<file path="config.mk">
export PLATFORM = sky130hd
export DESIGN_NAME = chm_ram
export DESIGN_NICKNAME = d
export VERILOG_FILES = /design/src/hdl/chm_ram.sv
export SDC_FILE = /design/constraint.sdc
export NUM_CORES = 1
export LEC_CHECK = 0
export ABC_AREA = 0
export ABC_CLOCK_PERIOD_IN_PS = 2650
export BUFFER_PORTS_ARGS = -buffer_cell sky130_fd_sc_hd__buf_2
export CAP_MARGIN = 10
export CORE_UTILIZATION = 43
export CTS_BUF_LIST = sky130_fd_sc_hd__clkbuf_4 sky130_fd_sc_hd__clkbuf_8 sky130_fd_sc_hd__clkbuf_16
export DETAILED_ROUTE_END_ITERATION = 16
export GPL_TIMING_DRIVEN = 0
export PLACE_DENSITY = 0.64
export SYNTH_ARGS = -nofsm -noshare
export SYNTH_HDL_FRONTEND = slang
export SYNTH_SLANG_ARGS = --single-unit
</file>
<file path="constraint.sdc">
create_clock -name clock -period 2.65 [get_ports clock]
set_input_delay 0.3975 -clock clock [delete_from_list [all_inputs] [get_ports clock]]
set_output_delay 0.3975 -clock clock [all_outputs]
set_load 0.02 [all_outputs]
</file>
<file path="src/hdl/chm_ram.sv">
// Generic single-port RAM with a registered read, used for all map storage.
// Depends on nothing.
module chm_ram #(
   parameter int WIDTH = 8,
   parameter int DEPTH = 16
) (
   input  logic                     clock,
   input  logic                     en,
   input  logic                     we,
   input  logic [$clog2(DEPTH)-1:0] addr,
   input  logic [WIDTH-1:0]         wdata,
   output logic [WIDTH-1:0]         rdata
);

   logic [WIDTH-1:0] mem_ff [DEPTH];
   logic [WIDTH-1:0] rdata_ff;

   always_ff @(posedge clock) begin
      if (en && we) begin
         mem_ff[addr] <= wdata;
      end else if (en) begin
         rdata_ff <= mem_ff[addr];
      end
   end

   assign rdata = rdata_ff;

endmodule
</file>
==> results of run 1 <==
-- critical path, delay by kind of cell --
family                 cells  cell delay, ns
and+or+nand+nor            2            0.99
buffers and inverters      3            1.00
-- flip-flops by register name (all words and copies together) (netlist names) --
register  flops
rdata         8
mem_ff      128
-- metal layers --
layer | share of wire (%) | track usage [%] | wire [um] | up-vias
li1 | - | - | - | 1081
met1 | 46 | 26.7 | 4740 | 1317
met2 | 46 | 26.0 | 4760 | 117
met3 | 6.8 | 3.56 | 706 | 8
met4 | 0.99 | 6.40 | 102 | 0
met5 | 0 | 0 | 0 | -
-- power groups by stage --
| stage | registers [mW] | logic, mW | clock network [mW] |
|---|---|---|---|
| after floorplan | 2.46 | 0.115 | 0 |
| after global placement | 2.45 | 0.209 | 0 |
| after detailed placement | 2.45 | 0.214 | 0 |
| after CTS | 2.41 | 0.214 | 2.19 |
| after global routing | 2.41 | 0.229 | 2.28 |
| final | 2.41 | 0.214 | 2.18 |
-- layout by cell type (no fill, tap or decap), types with 3 or more instances in the layout --
cell	n
nor2b_1	3
nor2_1	13
clkinv_1	5
clkbuf_1	5
buf_2	24
mux4_2	16
mux4_1	16
clkinvlp_4	3
a22oi_1	16
edfxtp_1	136
nor3_1	4
nand2_1	10
buf_4	3
clkbuf_16	17
-- final cells by class --
| type | count | area (um^2) | area share, % |
|---|---|---|---|
| Multi-Input combinational cell | 85 | 1070 | 17.7 |
| Sequential cell | 136 | 4080 | 67.1 |
| Clock inverter | 12 | 111 | 1.83 |
| Tap cell | 143 | 179 | 2.94 |
| Clock buffer | 18 | 433 | 7.11 |
| Timing Repair Buffer | 24 | 128 | 2.10 |
| Buffer | 13 | 78.8 | 1.29 |
-- cells by family after synthesis --
logic type / after synthesis / synth area share [%]
flops: 136 / 78.0
simple gates: 37 / 3.32
mux: 32 / 14.9
compound gates: 16 / 2.29
buf+inv: 13 / 1.50
-- worst max-delay path by stage --
stage	from	slack, ns	end	depth (start not counted)
detailed placement	addr[1]	-0.05	mem_ff[3][3]$_DFFE_PP_	5
CTS	addr[1]	0.38	mem_ff[3][2]$_DFFE_PP_	5
global placement	addr[1]	-0.31	mem_ff[3][3]$_DFFE_PP_	4
floorplan	addr[0]	0.53	mem_ff[0][0]$_DFFE_PP_	4
global route	addr[1]	0.25	mem_ff[3][2]$_DFFE_PP_	5
finish	addr[1]	0.37	mem_ff[3][2]$_DFFE_PP_	5
-- stage by stage --
stage	setup TNS, ns	instances	utilization, %
floorplan	0	234	-
global placement	-5.46	397	47.3
detailed placement	-0.180	401	47.5
CTS	0	431	52.2
global route	0	431	52.2
finish	0	431	52.2
==> flow_summary.yaml, run 1 <==
logic_synthesis:
  post-synth-top-count-cell: "edfxtp_1"
  seq_area_frac_synth_pct: 78.0
  synth_area_leaders: "edfxtp_1 (78%), mux4_1 (8.0%), mux4_2 (6.9%)"
  async_flop_share_pct: 0
  yosys_most_used_dff: "edfxtp_1"
  ys_warn_count: 0
  syn_inst: 234
  synth_area_um2: 5240
  syn_avg_cell_area_um2: 22.4
  synth_commonest_cells: "edfxtp_1 (136), a22oi_1 (16), mux4_1 (16), mux4_2 (16), nor2_1 (13)"
  synth_edf_count: 136
  yosys.cell_types.count: 18
  syn-num-nets: 249
  post-synth-top-area-fraction_pct: 78.0
  yosys.area.top_type: "edfxtp_1"
  ys_ff_latch: 136
placement:
  post_dp_cell_area_um2: 5540
  dp_hpwl_um: 6520
  port_buffers: 20
  finalWeightedCongestion: 0.729
  dpl_worst_slack_ns: -0.0451
pwr:
  p_switching_mw: 0.958
  pwr-share-clk_pct: 45.4
  seq_power_share_pct: 50.1
  p_int_mw: 3.84
  finalPower_mw: 4.80
  power.share.combinational_pct: 4.4
  ir_worst_vdd_mv: 0.383
  swShare_pct: 20.0
  power_density_nw_per_um2: 789
  power.leakage_nw: 2.01
route:
  drt_pre_antenna_iters: 5
  wirelength_um: 10300
  ant_nets: 0
  post_drt_via_cell_ratio: 5.85
  wl_per_cell_um: 23.9
  vias: 2523
  first_iter_violations: 263
  drc: 0
floorplan:
  core_um2: 11700
  num_io_pins: 23
  dieArea_um2: 12600
  start_util_pct: 44.9
  rows: 39
  die_x_um: 112
  die_h_um: 112
finish:
  n_antenna_cell: 0
  drive_gt1_share_pct: 24.7
  fin_area_um2: 6090
  syn_to_final_growth_pct: 16.2
  fin_nets: 292
  nFillCells: 896
sta:
  fin_crit_sh_pct: 85.9
  min_period_ns: 2.28
  fin_skew_ns: 0.00585
  hold_viol: 0
  setup_viol_count_final: 0
  maxSlewHeadroom_pct: 42.6
  fin_ws_ns: 0.374
  fin_hold_ws_ns: 0.393
  fmax_mhz: 439
  tightest_slew_ns: 0.858
  slew_viol_final: 0
  rsz0062_at_grt: "no"
global_routing:
  antenna_found_initial: 0
  grt_max_degree: 17
  grt_pass1_vias: 2566
  track_usage_pct: 17.8
  grt_pass1_wl_um: 15600
  grt-ovfl-total: 0
clock_network:
  post_cts_resized: 0
  clk_latency_ns: 0.41
  path_clk_slew_ns: 0.05
  clockRootBuffer: "clkbuf_16"
  numClockSinks: 136
  numCtsBuffers: 17
  tritoncts: "done"
  htreeDepth: 4
  ctsHoldBuffers: 0
  cts_buffer_depth: 2
  post_cts_buffers: 0
critical_path:
  cp.required_ns: 2.77
  path_class: "input port to register"
  rr_endpoint: "rdata[5]$_DFFE_PP_"
  end_kind: "register"
  critical_path.cell_chain: "buf_2 -> buf_1 -> nand4_1 -> nor3_1 -> buf_4"
  start_kind: "input port"
  critical-path-max-stage-delay_ns: 0.67
  slowest_stage: "nor3_1"
  cp.arrival_ns: 2.39
  rr_worst_depth: 3
  crit_path_max_fanout: 10
  regToRegSetupSlack_ns: 1.05
  timing.rr.start: "mem_ff[9][5]$_DFFE_PP_"
worst_hold_path:
  hold_start: "wdata[7]"
  hp-class: "input port to register"
  worstHoldEndpoint: "mem_ff[9][7]$_DFFE_PP_"
  min_delay_path_depth: 1
run:
  drv_cap: 0
outcome:
  status: "finished, final reports clean"
Note: power is estimated with default switching activity, not from simulation.
==> inputs of run 2 (changes only) <==
--- a/config.mk
+++ b/config.mk
@@ -6,14 +6,16 @@
 export NUM_CORES = 1
 export LEC_CHECK = 0
 export ABC_AREA = 0
-export ABC_CLOCK_PERIOD_IN_PS = 2650
+export ABC_CLOCK_PERIOD_IN_PS = 2340
 export BUFFER_PORTS_ARGS = -buffer_cell sky130_fd_sc_hd__buf_2
 export CAP_MARGIN = 10
+export CELL_PAD_IN_SITES_DETAIL_PLACEMENT = 1
+export CELL_PAD_IN_SITES_GLOBAL_PLACEMENT = 1
 export CORE_UTILIZATION = 43
 export CTS_BUF_LIST = sky130_fd_sc_hd__clkbuf_4 sky130_fd_sc_hd__clkbuf_8 sky130_fd_sc_hd__clkbuf_16
 export DETAILED_ROUTE_END_ITERATION = 16
 export GPL_TIMING_DRIVEN = 0
-export PLACE_DENSITY = 0.64
+export PLACE_DENSITY = 0.7
 export SYNTH_ARGS = -nofsm -noshare
 export SYNTH_HDL_FRONTEND = slang
 export SYNTH_SLANG_ARGS = --single-unit
==> constraint.sdc (replaced) <==
create_clock -name clock -period 2.34 [get_ports clock]
set_input_delay 0.351 -clock clock [delete_from_list [all_inputs] [get_ports clock]]
set_output_delay 0.351 -clock clock [all_outputs]
set_load 0.02 [all_outputs]
==> flow_summary.yaml, run 2 (synthesis gave the netlist of run 1 again) <==
outcome:
  status: "finished, final reports clean"
sta:
  maxSlewHeadroom_pct: 18.9
  setup_viol_count_final: 0
  min_period_ns: 2.11
  hold_viol: 0
  fmax_mhz: 474
  fin_hold_ws_ns: 0.335
  finalSetupTns_ns: 0
  slew_viol_final: 0
  rsz0062_at_grt: "no"
  fin_crit_sh_pct: 90.2
  tightest_slew_ns: 1.21
  fin_skew_ns: 0.00755
route:
  drc: 0
  wl_per_cell_um: 24.7
  post_drt_via_cell_ratio: 5.69
  vias: 2452
  route.met2.wl_um: 5440
  ant_nets: 0
  highest_layer: "met4"
  wirelength_um: 10600
  routed-wl-met3_um: 633
  first_iter_violations: 156
  m1WireLength_um: 4470
  drt_pre_antenna_iters: 4
placement:
  dp.cells: 399
  dp_hpwl_um: 6790
  finalWeightedCongestion: 0.817
  port_buffers: 20
floorplan:
  core_um2: 11700
  dieArea_um2: 12600
  die_h_um: 112
  die_x_um: 112
  num_io_pins: 23
  start_util_pct: 44.9
  rows: 39
finish:
  multi_input_area_um2: 1080
  largest_reg_flops: 128
  nFillCells: 1029
  finalNonFillerCells: 431
  layout.cells.most_common_list: "edfxtp_1 (136), buf_2 (24), clkbuf_16 (17)"
  regMostFlops: "mem_ff"
  drive_gt1_share_pct: 25.7
  fin_nets: 291
  fin_util_pct: 52.1
  syn_to_final_growth_pct: 16.1
  seq_area_um2: 4080
  layout_commonest_cell: "edfxtp_1"
  n_antenna_cell: 0
clock_network:
  numClockSinks: 136
  tritoncts: "done"
  cts_buffer_depth: 2
  htreeDepth: 4
  path_clk_slew_ns: 0.05
  numCtsBuffers: 17
  clk_latency_ns: 0.42
  post_cts_buffers: 0
  clockRootBuffer: "clkbuf_16"
global_routing:
  grt-ovfl-total: 0
  grt_pass1_wl_um: 15700
  grt_max_degree: 17
  grt_pass1_vias: 2545
  track_usage_pct: 18.7
  antenna_found_initial: 0
critical_path:
  critical-path-max-stage-delay_ns: 0.95
  cp-startpoint: "addr[0]"
  rr_endpoint: "rdata[3]$_DFFE_PP_"
  path_class: "input port to register"
  regToRegSetupSlack_ns: 0.65
  critPathTopFamily: "simple AND/OR/NAND/NOR gates"
  cp.required_ns: 2.37
  crit_path_max_fanout: 10
  timing.rr.start: "mem_ff[9][3]$_DFFE_PP_"
  critical_path.cell_chain: "buf_6 -> buf_2 -> or3_1 -> nor3_1"
  slowest_stage: "nor3_1"
  start_kind: "input port"
  cp.arrival_ns: 2.14
  rr_worst_depth: 3
  cp_num_cells: 4
  crit_buf_inv: 2
  end_kind: "register"
  endpoint: "mem_ff[0][1]$_DFFE_PP_"
pwr:
  power.leakage_nw: 2.02
  power_density_nw_per_um2: 887
  ir_worst_vdd_mv: 0.612
run:
  drv_cap: 0
worst_hold_path:
  hp-class: "input port to register"
==> run 2: cell types whose count changed in the layout (fill, tap and decap cells not counted) <==
cell and delta:
nor3_1 -1, nor3_2 +1, buf_4 -1, bufinv_16 -1
clkinv_1 -2, clkbuf_4 +7, clkinvlp_4 -3
==> run 2: metal layers <==
| metal | up-vias | global-route usage [%] |
|---|---|---|
| met5 | - | 0 |
| met4 | 0 | 6.40 |
| met3 | 10 | 8.26 |
| met2 | 75 | 29.3 |
| met1 | 1283 | 23.2 |
| li1 | 1084 | - |
==> run 2: report_power, final <==
part	switching, mW	internal (mW)
clock network	0.894	1.53
registers	0.00690	2.72
logic	0.152	0.0903
total	1.05	4.34
==> run 2: area by class of cell <==
cell class,instances,share of cell area [%]
repair buffers,23,1.98
plain buffers,13,1.30
well taps,143,2.94
clock buffers,25,7.99
multi-input cells,85,17.8
clock inverters,6,0.844
flip-flops and latches,136,67.2
==> run 2: how the worst min path moves through the flow <==
stage	startpoint	endpoint	slack, ns	cells after the start
after floorplan	wdata[0]	mem_ff[0][0]$_DFFE_PP_	0.45	0
after global placement	mem_ff[7][2]$_DFFE_PP_	rdata[2]$_DFFE_PP_	0.75	3
after detailed placement	mem_ff[4][1]$_DFFE_PP_	rdata[1]$_DFFE_PP_	0.77	3
after CTS	wdata[6]	mem_ff[15][6]$_DFFE_PP_	0.32	1
after global routing	wdata[6]	mem_ff[9][6]$_DFFE_PP_	0.33	1
final	wdata[0]	mem_ff[14][0]$_DFFE_PP_	0.33	1
==> run 2: timing repair <==
action / 4_1_cts / 5_1_grt
hold buffers: 0 / 0
endpoints found under the setup margin: 0 / 4
gates resized for setup: 0 / 1
==> run 2: metrics by stage <==
| step | power [mW] | setup slack, ns | cell area, um^2 |
|---|---|---|---|
| 2_1_floorplan | 2.91 | 0.267 | 5240 |
| 3_3_place_gp | 3.01 | -0.527 | 5520 |
| 3_5_place_dp | 3.02 | -0.335 | 5530 |
| 4_1_cts | 5.44 | 0.113 | 6070 |
| 5_1_grt | 5.55 | 0.0346 | 6080 |
| 6_report | 5.39 | 0.230 | 6080 |
